**src/rtl/bskr_pkg.sv**
```systemverilog
package bskr_pkg;

	localparam int DEPTH     = 16;
	localparam int KEY_WIDTH = 32;

	// Width of the key port and of the top_key result.
	localparam int KEY_PORT_W = 32;
	// Stored key bits: the port carries 32, only the low KEY_WIDTH of them count.
	localparam int KW         = (KEY_WIDTH < KEY_PORT_W) ? KEY_WIDTH : KEY_PORT_W;
	// Entry count holds 0 .. DEPTH.
	localparam int CNT_W      = $clog2(DEPTH + 1);
	localparam int CAP_W      = 5;
	localparam int CMP_W      = (CNT_W > CAP_W) ? CNT_W : CAP_W;
	localparam int OCC_W      = 5;
	localparam int ADDR_W     = 2;
	localparam int DATA_W     = 32;

	localparam logic [CAP_W-1:0]  CAP_RESET    = CAP_W'(16);
	localparam logic [ADDR_W-1:0] REG_CAPACITY = ADDR_W'(0);

	typedef enum logic [1:0] {
		REQ_PUSH   = 2'd0,
		REQ_REMOVE = 2'd1,
		REQ_PEEK   = 2'd2,
		REQ_NONE   = 2'd3
	} req_t;

	typedef enum logic [1:0] {
		ST_DONE      = 2'd0,
		ST_FULL      = 2'd1,
		ST_NOT_FOUND = 2'd2,
		ST_EMPTY     = 2'd3
	} status_t;

	// Broadcast to every cell for the word being accepted.
	typedef struct packed {
		logic             push;
		logic             remove;
		logic [CNT_W-1:0] count;
		logic [KW-1:0]    key;
	} cell_ctrl_t;

	// Rippled from the bottom cell upwards.
	typedef struct packed {
		logic          found;
		logic [KW-1:0] top;
	} chain_t;

endpackage

```
**src/rtl/bounded_stack_with_key_removal.sv**
```systemverilog
// Bounded stack of keys with delete-by-value.
//
// Requests: drive req_type and key with start high; a word is taken at any
// rising edge where start is high and busy is low. busy stays low, so a new
// word may be issued every cycle.
// req_type: push appends key on top (full if capacity reached), remove
// deletes the lowest entry equal to key and closes the gap, peek returns the
// top entry (empty if none).
// Results: one word per request, on status, top_key and occupancy with done
// high for exactly one cycle, the cycle after the request is taken.
// Throughput is one request per cycle, set by the search and shift that
// ripple combinationally through the row of DEPTH cells.
// The receiver cannot stall; a result not taken in its cycle is gone.
// Configuration: APB register capacity_limit at address 0 (reset 16, values
// above DEPTH act as DEPTH). Write it only while no request is in flight.
// Reset: arst_n clears the entry count and the result strobe and sets the
// capacity back to 16.
// The entry store itself is not cleared; only written entries are ever read.
module bounded_stack_with_key_removal
	import bskr_pkg::*;
(
	input  logic                  clk,
	input  logic                  arst_n,
	// request channel
	input  logic                  start,
	output logic                  busy,
	input  logic [1:0]            req_type,
	input  logic [KEY_PORT_W-1:0] key,
	// result channel
	output logic                  done,
	output logic [1:0]            status,
	output logic [KEY_PORT_W-1:0] top_key,
	output logic [OCC_W-1:0]      occupancy,
	// configuration port
	input  logic                  psel,
	input  logic                  penable,
	input  logic                  pwrite,
	input  logic [ADDR_W-1:0]     paddr,
	input  logic [DATA_W-1:0]     pwdata,
	output logic [DATA_W-1:0]     prdata,
	output logic                  pready
);

	logic [CAP_W-1:0]      cap_q;
	logic [CNT_W-1:0]      count_q;
	logic                  done_q;
	status_t               status_q;
	logic [KEY_PORT_W-1:0] top_key_q;
	logic [OCC_W-1:0]      occupancy_q;

	logic                  accept;
	req_t                  req;
	logic                  room;
	logic                  hit;
	logic                  push_ok;
	logic [CNT_W-1:0]      count_nxt;
	status_t               status_nxt;
	logic [KEY_PORT_W-1:0] top_nxt;
	cell_ctrl_t            ctrl;

	chain_t                chain [DEPTH+1];
	logic [KW-1:0]         cell_key [DEPTH];

	// Configuration port: always ready, one register.
	assign pready = 1'b1;
	assign prdata = (paddr == REG_CAPACITY) ? DATA_W'(cap_q) : '0;

	always_ff @(posedge clk or negedge arst_n) begin
		if (!arst_n) begin
			cap_q <= CAP_RESET;
		end else if (psel && penable && pwrite && pready && (paddr == REG_CAPACITY)) begin
			cap_q <= pwdata[CAP_W-1:0];
		end
	end

	// Request decode.
	assign busy   = 1'b0;
	assign accept = start && !busy;
	assign req    = req_t'(req_type);

	// Room to push: below the configured limit and below DEPTH.
	assign room    = (CMP_W'(count_q) < CMP_W'(cap_q)) &&
	                 (CMP_W'(count_q) < CMP_W'(DEPTH));
	assign push_ok = accept && (req == REQ_PUSH) && room;

	assign ctrl.push   = push_ok;
	assign ctrl.remove = accept && (req == REQ_REMOVE);
	assign ctrl.count  = count_q;
	assign ctrl.key    = key[KW-1:0];

	// Row of cells: search and top select ripple upwards from the bottom.
	assign chain[0].found = 1'b0;
	assign chain[0].top   = '0;

	for (genvar i = 0; i < DEPTH; i++) begin : g_cell
		bskr_cell u_cell (
			.clk       (clk),
			.ctrl      (ctrl),
			.idx       (CNT_W'(i)),
			.chain_in  (chain[i]),
			.chain_out (chain[i+1]),
			.up_key    (cell_key[(i + 1 < DEPTH) ? i + 1 : i]),
			.key_out   (cell_key[i])
		);
	end

	assign hit = chain[DEPTH].found;

	// Next count, status and top word.
	always_comb begin
		count_nxt  = count_q;
		status_nxt = ST_DONE;
		top_nxt    = '0;
		case (req)
			REQ_PUSH: begin
				if (room) begin
					count_nxt = count_q + CNT_W'(1);
				end else begin
					status_nxt = ST_FULL;
				end
			end
			REQ_REMOVE: begin
				if (hit) begin
					count_nxt = count_q - CNT_W'(1);
				end else begin
					status_nxt = ST_NOT_FOUND;
				end
			end
			REQ_PEEK: begin
				if (count_q == '0) begin
					status_nxt = ST_EMPTY;
				end else begin
					top_nxt = KEY_PORT_W'(chain[DEPTH].top);
				end
			end
			default: begin
				// unused request kind: change nothing, report done
			end
		endcase
	end

	// Hold the count; advance it only on an accepted word.
	always_ff @(posedge clk or negedge arst_n) begin
		if (!arst_n) begin
			count_q <= '0;
			done_q  <= 1'b0;
		end else begin
			done_q <= accept;
			if (accept) begin
				count_q <= count_nxt;
			end
		end
	end

	// Result word register; payload needs no reset.
	always_ff @(posedge clk) begin
		if (accept) begin
			status_q    <= status_nxt;
			top_key_q   <= top_nxt;
			occupancy_q <= OCC_W'(count_nxt);
		end
	end

	assign done      = done_q;
	assign status    = status_q;
	assign top_key   = top_key_q;
	assign occupancy = occupancy_q;

`ifndef SYNTHESIS
	// The count never exceeds the number of cells.
	a_count_bound: assert property (@(posedge clk) disable iff (!arst_n)
		CMP_W'(count_q) <= CMP_W'(DEPTH))
		else $error("entry count above DEPTH");

	// Every accepted word gives exactly one result in the next cycle.
	a_one_result: assert property (@(posedge clk) disable iff (!arst_n)
		accept |=> done)
		else $error("result missing after accepted word");

	a_no_spurious: assert property (@(posedge clk) disable iff (!arst_n)
		!accept |=> !done)
		else $error("result without accepted word");

	// A push reported full leaves the count alone and reports full.
	a_full_holds: assert property (@(posedge clk) disable iff (!arst_n)
		(accept && (req == REQ_PUSH) && !room) |=> ($stable(count_q) && (status_q == ST_FULL)))
		else $error("full push changed the count");

	// Empty on peek only with nothing stored, and with a zero top word.
	a_empty_peek: assert property (@(posedge clk) disable iff (!arst_n)
		(done && (status_q == ST_EMPTY)) |-> ((occupancy_q == '0) && (top_key_q == '0)))
		else $error("empty result with entries or a top word");
`endif

endmodule

```
**src/rtl/bskr_cell.sv**
```systemverilog
module bskr_cell
	import bskr_pkg::*;
(
	input  logic             clk,
	input  cell_ctrl_t       ctrl,
	input  logic [CNT_W-1:0] idx,
	input  chain_t           chain_in,
	output chain_t           chain_out,
	input  logic [KW-1:0]    up_key,
	output logic [KW-1:0]    key_out
);

	logic [KW-1:0]  key_q;
	logic [CNT_W:0] idx_x;
	logic [CNT_W:0] cnt_x;
	logic           occupied;
	logic           above_occupied;
	logic           is_top;
	logic           match;

	assign idx_x          = (CNT_W + 1)'(idx);
	assign cnt_x          = (CNT_W + 1)'(ctrl.count);
	assign occupied       = idx_x < cnt_x;
	assign above_occupied = (idx_x + (CNT_W + 1)'(1)) < cnt_x;
	assign is_top         = occupied && ((idx_x + (CNT_W + 1)'(1)) == cnt_x);
	assign match          = occupied && (key_q == ctrl.key);

	// Lowest match wins: everything at and above it sees found.
	assign chain_out.found = chain_in.found | match;
	assign chain_out.top   = chain_in.top | (is_top ? key_q : '0);
	assign key_out         = key_q;

	always_ff @(posedge clk) begin
		if (ctrl.push && (idx == ctrl.count)) begin
			key_q <= ctrl.key;
		end else if (ctrl.remove && chain_out.found && above_occupied) begin
			key_q <= up_key;
		end
	end

endmodule
```
**config.mk**
```make
export PLATFORM = sky130hd
export DESIGN_NAME = bounded_stack_with_key_removal
export DESIGN_NICKNAME = d
export VERILOG_FILES = /design/src/rtl/bskr_pkg.sv /design/src/rtl/bounded_stack_with_key_removal.sv /design/src/rtl/bskr_cell.sv
export SDC_FILE = /design/constraint.sdc
export NUM_CORES = 1
export LEC_CHECK = 0
export BUFFER_PORTS_ARGS = -buffer_cell sky130_fd_sc_hd__clkbuf_2
export CORE_MARGIN = 2
export CORE_UTILIZATION = 45
export DETAILED_ROUTE_END_ITERATION = 12
export SLEW_MARGIN = 10
export SYNTH_ARGS = -nofsm -noshare
export SYNTH_HDL_FRONTEND = slang
export SYNTH_SLANG_ARGS = --single-unit
```
**constraint.sdc**
```tcl
create_clock -name clk -period 12.6 [get_ports clk]
set_input_delay 1.26 -clock clk [delete_from_list [all_inputs] [get_ports clk]]
set_output_delay 1.26 -clock clk [all_outputs]
set_load 0.03 [all_outputs]
```
* After elaboration in Yosys (flattened, before gate mapping)
Index checks and enable logic that the tools add are counted.
Widths: inputs -> output; s select.
** Storage, ports and cells
- Word-level logic and storage cells :: 265
- Bits in latches :: 0
- ROM bits :: 0
- Bits of input ports :: 74
- Bits in writable memories :: 0
- Flip-flop bits (word level) :: 562
- Output and inout bits :: 74
- Memories kept :: 0
** Cells by class
- Multiplexer cells :: 54
- Reductions and logical operators :: 104
- Shift-type cells :: 0
- Divide/modulo/power cells :: 0
- $lt $le $gt $ge :: 18
- Equal/unequal tests :: 34
- $mul :: 0
- Bitwise operators :: 31
- Add/subtract/negate cells :: 2
** Operator list (count)
- $mux 32 :: 46
- $eq 32x32->1 :: 16
- $or 32x32->32 :: 15
- $logic_and 1x1->1 :: 85
- $eq 4x5->1 const A :: 8
- $lt 4x5->1 const A :: 8
- $reduce_bool 2->1 :: 15
- $eq 3x5->1 const A :: 4
- $lt 3x5->1 const A :: 4
- $mux 5 :: 3
- $or 1x1->1 :: 15
- $eq 2x5->1 const A :: 2
- $lt 1x5->1 const A :: 2
- $lt 2x5->1 const A :: 2
- $pmux 5 s2 :: 1
- $pmux 2 s3 :: 1
- $add 5x1->5 const B :: 1
- $eq 1x5->1 const A :: 1
- $eq 5x5->1 const A :: 1
- $logic_not 5->1 :: 1
- $lt 5x5->1 :: 1
- $lt 5x5->1 const B :: 1
- $sub 5x1->5 const B :: 1
- $logic_not 2->1 :: 2
- 6 further kinds :: 7

* Logic depth before layout (Yosys ltp)
- Depth in word-level cells :: 20
- Gate-level depth with buffers :: 13
- Depth with buffers taken out :: 10

* Cells and area by module
From an unflattened synthesis, not the netlist that was laid out.
** Unflattened totals
- Cell total of the unflattened synthesis :: 3214
- Area total of the unflattened synthesis :: 39399.0 sq um
** Modules (own cells, without submodules)
- bskr_cell (g_cell[1].u_cell ...) :: sequential area each 960.9 sq um, area each 2288.4 sq um, cells an instance 187, times used 9
- bskr_cell (g_cell[0].u_cell ...) :: sequential area each 960.9 sq um, area each 2308.5 sq um, cells an instance 189, times used 7
- bounded_stack_with_key_removal :: sequential area each 1447.6 sq um, area each 2643.8 sq um, cells an instance 208, times used 1

* Least setup slack after synthesis
OpenSTA, ideal clock, no wires.
- Kind :: input to register
- Start point :: input port key[11]
- End point :: register g_cell[14].u_cell.key_q[0] (enable)
- Buffers on the path :: 2
- Slack :: 6912 ps
- Setup time :: 470 ps
- Data arrival time :: 5218 ps
- Stages on the path :: 10
- Required time :: 12130 ps
- Path through :: buf_2 buf_4 xor2_1 nor4_1 nand4_1 nor4_1 nor3_1 nand3_1 nor2_1 o31ai_1
** On the way
- Word-level cells in the longest chain between the ends :: 19
- Elaborated cells on any way between the ends :: 47
- Classes of those cells :: 15 x eq/ne; 14 x bitwise; 18 x reduce/logical
** RTL lines
- start: declaration :: line bounded_stack_with_key_removal.sv:28 : input logic [KEY_PORT_W-1:0] key,
- $eq 32x32->1 :: line bskr_cell.sv:26 : assign match = occupied && (key_q == ctrl.key);
- $logic_and 1x1->1 :: line bskr_cell.sv:26
- $or 1x1->1 (13 in series) :: line bskr_cell.sv:29 : assign chain_out.found = chain_in.found | match;
- $or 1x1->1 * :: line bskr_cell.sv:29
- $logic_and 1x1->1 * (2 in series) :: line bskr_cell.sv:36 : end else if (ctrl.remove && chain_out.found && above_occupied) begin
- $reduce_bool 2->1 (no source line) *
- end signal: assignment :: line bskr_cell.sv:35 : key_q <= ctrl.key;
- end signal: assignment :: line bskr_cell.sv:37 : key_q <= up_key;
- end: declaration :: line bskr_cell.sv:13 : logic [KW-1:0] key_q;
Every way passes the cells marked *; elsewhere a longest branch is shown, timed or not.
A chain may end at the register's enable or synchronous reset.

* Worst setup path after layout
- Start point :: input port key[8]
- End point :: register g_cell[3].u_cell.key_q[13] (enable)
** On the way
- Word-level cells in the longest chain between the ends :: 8
- Elaborated cells on any way between the ends :: 14
- Classes of those cells :: 4 x eq/ne; 3 x bitwise; 7 x reduce/logical
** RTL lines (line)
- $eq 32x32->1 :: bskr_cell.sv:26
- $logic_and 1x1->1 :: bskr_cell.sv:26
- $or 1x1->1 (2 in series) :: bskr_cell.sv:29
- $or 1x1->1 * :: bskr_cell.sv:29
- $logic_and 1x1->1 * (2 in series) :: bskr_cell.sv:36
- $reduce_bool 2->1 (no source line) *
- end signal: assignment :: bskr_cell.sv:35
- end signal: assignment :: bskr_cell.sv:37
- end: declaration :: bskr_cell.sv:13
Marks and branches as above.

==> metrics.cfg <==
[run_status]
status=complete, but fails checks
violations=capacitance limit, slew limit

[cts]
clk_path_buf_depth=3
numCtsBuffers=67
cts.sinks=562
h-tree-depth=3
cts-hold-fix-buffers=0
cts_resized=0
cts_tree=yes
clk_pin_slew_ps=60
clk_latency_ps=650
root_buffer=clkbuf_16
postCtsSetupRepairBufs=0

[timing]
tightest_slew_ps=1510
grt_setup_unrepaired=no
hold_viol_final=0
min_period_ps=6150
hold_slack_ps=502
skew_ps=32.3
fin_crit_sh=0.488
setup_slack_ps=6450
slew_headroom=-0.0121
report.final.slew_viol_count=3
fmax_ghz=0.163
setup_tns_ps=0
setup_viol=0

[routing]
first_pass_iters=6
drcViolationCount=0
ant_nets=0
vias=24700
avgRoutedWirePerCell_um=42.8
wl_um=151000
drt_iter0_drc=4696
avgViaCountPerCell=7.02

[critical_path]
slowest_stage=nor4_1
required_ps=12860
crit_arrival_ps=6410
start_kind=input port
worst_r2r_path_depth=9
worstPathCellList=clkbuf_2 -> xor2_1 -> nor4_1 -> nand4_1 -> nor4_1 -> a31oi_1 -> nand2b_1 -> nor2_1 -> o31ai_4 -> buf_4
cpMostUsedCell=nor4_1
slowest_delay_ps=1070
regToRegSetupSlack_ps=7180
reg2reg_to=g_cell[3].u_cell.key_out[13]$_DFFE_PP_
worst_setup_path_end_kind=flip-flop
r2r-start=g_cell[0].u_cell.key_out[15]$_DFFE_PP_
cp_max_fo=32
critical-path-top-delay-family=simple AND/OR/NAND/NOR gates
path_class=in -> reg
cp_num_buf_inv=2

[floorplan]
initial_core_util=0.456
coreArea_mm2=0.0732
rows=99
die_h_um=276
dieArea_mm2=0.0764
io_pins=148
die_w_um=276

[layout]
layout_commonest_cell=edfxtp_1
layout_common_cells=edfxtp_1, mux2_2, xor2_1
nFillCells=6398
area_growth_syn_to_layout_pct=8.91
nets=2591
drive_above_1_share=0.311

[synth]
ys_types=65
synthAdderAreaFrac=0.00337
ys.warnings.count=0
synth_top_family_by_area=multiplexers
synth_enable_flop_cells=551
yosys.area_share.xor_xnor=0.136
mappedNetlistArea_mm2=0.0334
synth_cells=2545
synth_seq_cells=562
postSynthAreaPerCell_um2=13.1
ys_dominant_reg_cell=edfxtp_1
synth-simple-area-share=0.0638
async_flop_share=0.0196
synth_mux_area_frac=0.167
seq_area_frac_synth=0.504
synth_compound_area_frac=0.0746

[power_and_ir_drop]
p_leak_nw=12.1
p_sw_w=0.00140
p_int_w=0.00339
p_seq_frac=0.438
power.share.switching=0.292
p_clk_frac=0.417
ir_worst_vdd_mv=0.0866
p_per_area_mw_per_mm2=132
p_comb_frac=0.146

[global_routing]
first_global_vias=23100
grt_usage=0.386
grt_pass1_wl_um=202000
grt_remaining_overflow=0
grt_max_degree=43
grt_antenna_before_repair=12

[placed_design]
gp_congestion=1.13
post-place-ws_ps=6220
portBuffers=91
dpl.hpwl_um=103000

[hold_path]
worstHoldPathType=in -> async

[flow_run]
drv_cap=1

==> sequential cells by signal (all words and copies together), names as in the netlist <==
register and count:
g_cell.u_cell.key_out 512, status 2, top_key 32, occupancy 5, count_q 5, cap_q 5
done 1
==> synthesized netlist by cell type (all sizes together) (3+ instances only) <==
cell,instances,area [um2]
or2,4,25.0
a22o,51,447
nand3,27,163
and4,22,193
ha,9,113
edfxtp,551,16500
inv,9,33.8
and2,13,81.3
nor3,32,176
a21oi,34,174
a31oi,11,68.8
nor4,98,613
a22oi,71,533
xnor2,143,1250
nand4,62,400
and3,8,50.1
buf,205,1360
or3,3,23.8
a211oi,5,37.5
nor2,33,124
o31ai,9,67.6
a222oi,54,541
o21ai,12,60.1
xor2,375,3280
o211ai,4,35.0
nand2b,4,32.5
clkbuf,82,309
dfrtp,10,250
nor2b,4,25.0
mux2,485,5570
a221oi,48,420
nand2,45,169
==> power groups by stage <==
stage	registers, W	logic [W]	clock network (W)
3_5_place_dp	0.00213	0.000660	0
4_1_cts	0.00210	0.000663	0.00200
2_1_floorplan	0.00215	0.000394	0
5_1_grt	0.00210	0.000703	0.00207
6_report	0.00210	0.000697	0.00200
3_3_place_gp	0.00213	0.000659	0
==> through the flow <==
step	area (um2)	utilization	instances	total power [W]
after floorplan	33500	-	2572	0.00254
after global placement	34200	0.467	3398	0.00279
after detailed placement	34200	0.467	3398	0.00279
after CTS	36300	0.496	3519	0.00476
after global routing	36300	0.496	3520	0.00487
final	36400	0.497	3524	0.00479
==> worst register-to-register path: stages (launching register included) <==
cell and delay, ps:
edfxtp_1 410, xor2_1 240, nor4_1 1050, nand4_1 160, nor4_1 890, a31oi_1 300
nand2b_1 210, nor2_1 90, o31ai_4 1010, buf_4 620
==> routing by layer <==
layer / GRT usage / share of wire / vias up
met5: 0 / 0.00074 / -
met4: 0.242 / 0.080 / 16
met3: 0.117 / 0.14 / 528
met2: 0.564 / 0.42 / 2140
met1: 0.500 / 0.36 / 12400
li1: - / - / 9602
==> cells by family (layout without fill, tap and decap cells) <==
logic type                 count (synthesis)  count (layout)
adders and majority gates                  9               9
buffers and inverters                    296             284
xor gates and xnor gates                 518             518
muxes                                    486             486
AOI/OAI and AO/OA                        311             311
other                                      2              34
and+or+nand+nor                          361             361
DFF                                      562             562
==> final cells by class <==
class | instances | area [um2] | share of cell area
timing repair buffer | 154 | 928 | 0.0255
clock inverter | 36 | 365 | 0.0101
multi-input combinational | 1714 | 15200 | 0.418
clock buffer | 85 | 1810 | 0.0497
inverter | 9 | 33.8 | 0.000929
antenna | 5 | 12.5 | 0.000344
tap | 959 | 1200 | 0.0330
sequential | 562 | 16800 | 0.463
==> worst max-delay path by stage <==
| stage | slack (ps) | to | from | depth (start not counted) |
|---|---|---|---|---|
| after global routing | 6550 | g_cell[3].u_cell.key_out[13]$_DFFE_PP_ | key[8] | 10 |
| after CTS | 6850 | g_cell[3].u_cell.key_out[13]$_DFFE_PP_ | key[8] | 10 |
| after global placement | 6260 | g_cell[3].u_cell.key_out[11]$_DFFE_PP_ | key[8] | 10 |
| final | 6450 | g_cell[3].u_cell.key_out[13]$_DFFE_PP_ | key[8] | 10 |
| after detailed placement | 6220 | g_cell[3].u_cell.key_out[18]$_DFFE_PP_ | key[8] | 10 |
| after floorplan | 6910 | g_cell[14].u_cell.key_out[0]$_DFFE_PP_ | key[11] | 10 |
No activity file was read; power rests on OpenSTA's default activity.
